===== src/radix2_fft_frame_unit_assert.svh =====
// Assertion macros for the radix-2 FFT frame unit.
`ifndef RADIX2_FFT_FRAME_UNIT_ASSERT_SVH
`define RADIX2_FFT_FRAME_UNIT_ASSERT_SVH
// Implication checked on every clock edge outside reset.
`define R2F_ASSERT_IMPL(label, clk, rstn, ante, cons, msg) \
    label: assert property (@(posedge clk) disable iff (!rstn) (ante) |-> (cons)) \
        else $error(msg);
// Implication checked in the cycle after the antecedent.
`define R2F_ASSERT_NEXT(label, clk, rstn, ante, cons, msg) \
    label: assert property (@(posedge clk) disable iff (!rstn) (ante) |=> (cons)) \
        else $error(msg);
`endif


===== src/r2fft_pkg.sv =====
// Package for the radix-2 FFT frame unit: sizes, state type and twiddle table.
package r2fft_pkg;
    localparam int MaxPoints  = 64;
    localparam int SampleBits = 16;
    localparam int TwBits     = 17;

    typedef enum logic [2:0] {
        ST_LOAD,
        ST_RD,
        ST_WAIT,
        ST_MUL,
        ST_WR,
        ST_EMIT_RD,
        ST_EMIT
    } state_t;

    // Q2.15 cosine of k angle steps (the top level passes step = 2*pi/MAX_POINTS), +1.0 as 32768
    function automatic logic signed [TwBits-1:0] tw_cos(input int k, input real step);
        real v;
        v = $cos(step * k) * 32768.0;
        return TwBits'($rtoi(v >= 0.0 ? v + 0.5 : v - 0.5));
    endfunction

    // Q2.15 sine of k angle steps
    function automatic logic signed [TwBits-1:0] tw_sin(input int k, input real step);
        real v;
        v = $sin(step * k) * 32768.0;
        return TwBits'($rtoi(v >= 0.0 ? v + 0.5 : v - 0.5));
    endfunction
endpackage


===== src/r2fft_butterfly.sv =====
// Registered butterfly: complex twiddle product, rounding and sum/difference.
module r2fft_butterfly #(
    parameter int StoreBits = 23
) (
    input  logic                                 aclk,
    input  logic                                 load,
    input  logic signed [StoreBits-1:0]          ar,
    input  logic signed [StoreBits-1:0]          ai,
    input  logic signed [StoreBits-1:0]          br,
    input  logic signed [StoreBits-1:0]          bi,
    input  logic signed [r2fft_pkg::TwBits-1:0]  wc,
    input  logic signed [r2fft_pkg::TwBits-1:0]  ws,
    output logic signed [StoreBits-1:0]          xr,
    output logic signed [StoreBits-1:0]          xi,
    output logic signed [StoreBits-1:0]          yr,
    output logic signed [StoreBits-1:0]          yi
);
    localparam int PBits = StoreBits + r2fft_pkg::TwBits;
    logic signed [PBits-1:0] p_cb_reg, p_sb_reg, p_ci_reg, p_sr_reg;
    logic signed [StoreBits-1:0] ar_reg, ai_reg;
    logic signed [PBits:0] sr, si;
    logic signed [StoreBits-1:0] tr, ti;

    // Hold the four partial products
    always_ff @(posedge aclk) begin
        if (load) begin
            p_cb_reg <= PBits'(wc * br);
            p_sb_reg <= PBits'(ws * bi);
            p_ci_reg <= PBits'(wc * bi);
            p_sr_reg <= PBits'(ws * br);
            ar_reg   <= ar;
            ai_reg   <= ai;
        end
    end

    // Sum, round to nearest by 15 bits, wrap to store width
    always_comb begin
        sr = (PBits+1)'(p_cb_reg) + (PBits+1)'(p_sb_reg) + (PBits+1)'(1 <<< 14);
        si = (PBits+1)'(p_ci_reg) - (PBits+1)'(p_sr_reg) + (PBits+1)'(1 <<< 14);
        tr = sr[StoreBits+14:15];
        ti = si[StoreBits+14:15];
        xr = ar_reg + tr;
        xi = ai_reg + ti;
        yr = ar_reg - tr;
        yi = ai_reg - ti;
    end
endmodule


===== config.mk =====
export PLATFORM = sky130hd
export DESIGN_NAME = r2fft_butterfly
export DESIGN_NICKNAME = d
export VERILOG_FILES = /design/src/radix2_fft_frame_unit_assert.svh /design/src/r2fft_pkg.sv /design/src/r2fft_butterfly.sv
export SDC_FILE = /design/constraint.sdc
export NUM_CORES = 2
export LEC_CHECK = 0
export ABC_CLOCK_PERIOD_IN_PS = 7500
export BUFFER_PORTS_ARGS = -buffer_cell sky130_fd_sc_hd__clkbuf_2
export CORE_UTILIZATION = 45
export DETAILED_ROUTE_END_ITERATION = 8
export SLEW_MARGIN = 20
export SYNTH_ARGS = -nofsm -noshare
export SYNTH_HDL_FRONTEND = slang
export SYNTH_SLANG_ARGS = --single-unit

===== constraint.sdc =====
create_clock -name aclk -period 7.5 [get_ports aclk]
set_input_delay 0.375 -clock aclk [delete_from_list [all_inputs] [get_ports aclk]]
set_output_delay 0.375 -clock aclk [all_outputs]
set_load 0.005 [all_outputs]

* Word-level counts from Yosys, hierarchy flattened
Cells that the tools add are included.
** Storage, ports and cells
- Register bits after elaboration :: 198
- Bits of input ports :: 128
- Word-level logic and storage cells :: 18
** Operators by class
- Add/sub/neg operators :: 8
- Multipliers :: 4
** Operator list (number)
- $mul A17 B23 Y38 :: 4
- $add A38 B16 Y38 const B :: 2
- $add A23 B23 Y23 :: 2
- $sub A23 B23 Y23 :: 2
- $add A38 B38 Y38 :: 1
- $sub A38 B38 Y38 :: 1

* Longest topological paths before layout
- Word-level depth :: 3
- Gate-level depth with buffers :: 28

* Worst setup path before layout
Ideal clock, no wire load.
- Path kind :: input to register
- From :: in wc[2] (netlist name)
- To :: reg p_ci_reg[36] (data pin)
- Setup time :: 0.261 ns
- Arrival time :: 6.531 ns
- Setup slack :: 0.708 ns
- Cell stages on the path :: 24
- Buffers on the path :: 2
- Cells stage by stage :: clkbuf_1 -> clkbuf_1 -> nand2_1 -> fa_1 -> inv_1 -> fa_1 -> inv_1 -> fa_1 -> inv_1 -> fa_1 -> fa_1 -> inv_1 -> fa_1 -> inv_1 -> ha_1 -> and3_1 -> and2_1 -> a221o_1 -> a221o_1 -> a21oi_1 -> o21ai_1 -> o31ai_2 -> a21oi_1 -> a311o_1
** On the way
- Longest elaborated chain between the ends :: 1
** Ends and longest elaborated chain
- from (decl) :: RTL line r2fft_butterfly.sv:11 : input logic signed [r2fft_pkg::TwBits-1:0] wc,
- $mul A17 B23 Y38 :: RTL line r2fft_butterfly.sv:29 : p_ci_reg <= PBits'(wc * bi);
- to (signal assigned) :: RTL line r2fft_butterfly.sv:29
- to (decl) :: RTL line r2fft_butterfly.sv:19 : logic signed [PBits-1:0] p_cb_reg, p_sb_reg, p_ci_reg, p_sr_reg;
No other way between the ends.
A chain may end at the register's enable or synchronous reset.

* Final worst setup path
- From :: in wc[4] (netlist name)
- To :: reg p_cb_reg[33] (data pin)
** On the way
- Longest elaborated chain between the ends :: 1
** Ends and longest elaborated chain
- $mul A17 B23 Y38 :: RTL line r2fft_butterfly.sv:27 : p_cb_reg <= PBits'(wc * br);
- to (signal assigned) :: RTL line r2fft_butterfly.sv:27
- to (decl) :: RTL line r2fft_butterfly.sv:19
No other way between the ends.

==> results by group <==
Synthesis
  • Synth Area per Inst: 9.297 sq um
  • Most frequent cells after synthesis: inv_1, fa_1, nand2_1, and2_1, ha_1
  • Post-synthesis register bit count: 198
  • Primary FF master, synth: edfxtp_1
  • Top-area cell type share of the netlist area: 44.26%
  • Post-synthesis cell area: 67,480 sq um
  • Post-synthesis cell count: 7,258
  • Area contributors post-synth: fa_1, ha_1, inv_1
  • Syn_nets: 9,486
  • Post-synth top area cell: fa_1
  • Post-synth ARST share: 0%
  • Yosys warnings: 0
  • EDFF count, synth: 198
  • Count leader, synth: inv_1
  • Share of the yosys chip area belonging to registers: 8.811%
  • Synth cell types: 82

Timing
  • Crit share post-route: 94.13%
  • Final Hold Fails: 0
  • Worst-Margin Slew: 0.9470 ns
  • Min cycle time layout: 7.060 ns
  • RSZ-0062 raised after global routing: yes
  • Hold_ws: 0.3629 ns
  • Max-slew headroom: 36.86%
  • Fmax: 141.6 MHz
  • # setup viols final: 0
  • Slew Viols, Final: 0

Global routing
  • First-pass GRT wire length: just under 300 mm
  • Remaining Overflow, GRT: 0
  • Pin count of the biggest net entering global routing: 94
  • Vias in the first global route: 52,011
  • GRT Util Overall: 25.66%
  • Antenna violations before repair: 12

Die
  • Die footprint: 151,500 sq um
  • DIE WIDTH: 389.2 um
  • I/O pin count: 220
  • Starting Density: 45.48%
  • FP Rows: 141
  • Core Area: 148,400 sq um
  • Chip height: between 300 and 400 um

Worst setup path
  • CP Launch Type: input pin
  • WS Path Type: in -> reg
  • CP required: 7.76 ns
  • CP max FO: 15
  • Crit end category: register
  • CP arrival: 7.32 ns

Routing
  • Vias per cell: 5.134
  • DRT iter0 DRCs: 3,101
  • DRC: 0
  • Wire per inst: 19.55 um
  • Vias post-DR: approximately 49,000
  • DR pass1 iterations: 6
  • Routed wire length: 185.1 mm
  • Routed Antenna Nets: 0

CTS
  • Num Clock Sinks: 198
  • CTS H-tree depth: 4
  • CTS Buffer Depth: 2
  • CTS root buffer: clkbuf_16
  • Reg clk slew, reported paths: 0.08 ns
  • Cts bufs inserted: 17
  • CTS tree: built

Finish
  • Fin util: 49.25%
  • Final nets: just under 10,000
  • Ratio of cells with drive above 1 in the final layout: 7.152%
  • Layout area overhead: 8.286%
  • Final Cell Area: about 73,000 sq um
  • Non-filler instance count after layout: 9,471

Placed design
  • Post-DP HPWL: roughly 160 mm
  • Placed cell areas: 71,890 sq um
  • Cells after DPL: 9,388
  • PortBufs: 219
  • GPL Wtd Cong: 0.9260

Run status
  • Status: finished, final reports clean

Flow run
  • Max Cap Viol: 0

Min path
  • Hold Crit Class: in -> reg
[layer usage]
layer  GRT usage [%]  vias to the layer above  wire [um]
met5               0                        -         29
met4           9.041                        4       6751
met3           2.714                      267       9451
met2           42.63                     1371      89640
met1           34.87                    25107      79270
li1                -                    21877          -
[metrics by stage]
step	worst slack (ns)	TNS, ns
after detailed placement	-0.01414	-0.01414
after floorplan	0.7077	0
after global placement	0.04591	0
after global routing	-0.03006	-0.03006
final	0.4403	0
after CTS	0.05688	0
[kinds of logic after synthesis]
group | share of synthesized area, %
muxes | 0.02967
DFF | 8.811
AOI/OAI and AO/OA | 5.815
and+or+nand+nor | 14.11
xor gates and xnor gates | 4.100
adders and majority gates | 55.54
buffers and inverters | 11.59
[final cells by class]
class / count / area, sq um
clock inverter: 14 / 200.2
sequential: 198 / 5946
antenna: 3 / 7.507
clock buffer: 18 / 429.2
inverter: 1755 / 6588
fill: 14020 / 75300
multi-input combinational: 4978 / 53780
tap: 2002 / 2505
timing repair buffer: 503 / 3616
[worst max-delay path: stages]
cell and delay, ns:
clkbuf_2 0.52, buf_4 0.36, nand2_1 0.10, fa_1 0.48
inv_1 0.05, fa_1 0.52, inv_1 0.05, fa_1 0.49
inv_1 0.05, fa_1 0.49, fa_1 0.49, inv_1 0.05
fa_1 0.47, inv_1 0.04, ha_1 0.33, a22oi_1 0.21
nand3_1 0.12, a2111oi_1 0.57, buf_4 0.21, o41ai_1 0.13
a221o_1 0.39, a21oi_1 0.23, a21boi_0 0.56
[path summary, 6_finish.rpt]
check / start / endpoint / slack, ns / cells after the start
hold / removal: load / p_ci_reg[9] / 0.36 / 1
setup / recovery: wc[4] / p_cb_reg[33] / 0.44 / 23
[cell usage in the layout, fill, tap and decap left out, types with 20 or more instances in the layout]
cell type and instances:
inv_1 1755, fa_1 1492, nand2_1 899, and2_1 653, ha_1 608, xnor2_1 252
clkbuf_2 218, nor2_1 217, buf_4 217, edfxtp_1 198, a21oi_1 190, a21o_1 94
o21ai_0 77, xor2_1 62, nand2b_1 55, dlygate4sd3_1 46, o21bai_1 37, nor2b_1 30
o21a_1 30, nor3_1 29, nand3_1 27, buf_12 21, and3_1 20
[repair_timing]
action                                 CTS  global route
setup buffers                            0             2
endpoints found under the hold margin   46             0
setup endpoints to repair                1             8
resized for setup                        1            12
hold buffers                            46             0
pin swaps                                0             3
Power is not shown: default switching activity piles up to over one toggle a cycle in this logic, so the estimate is an artifact.
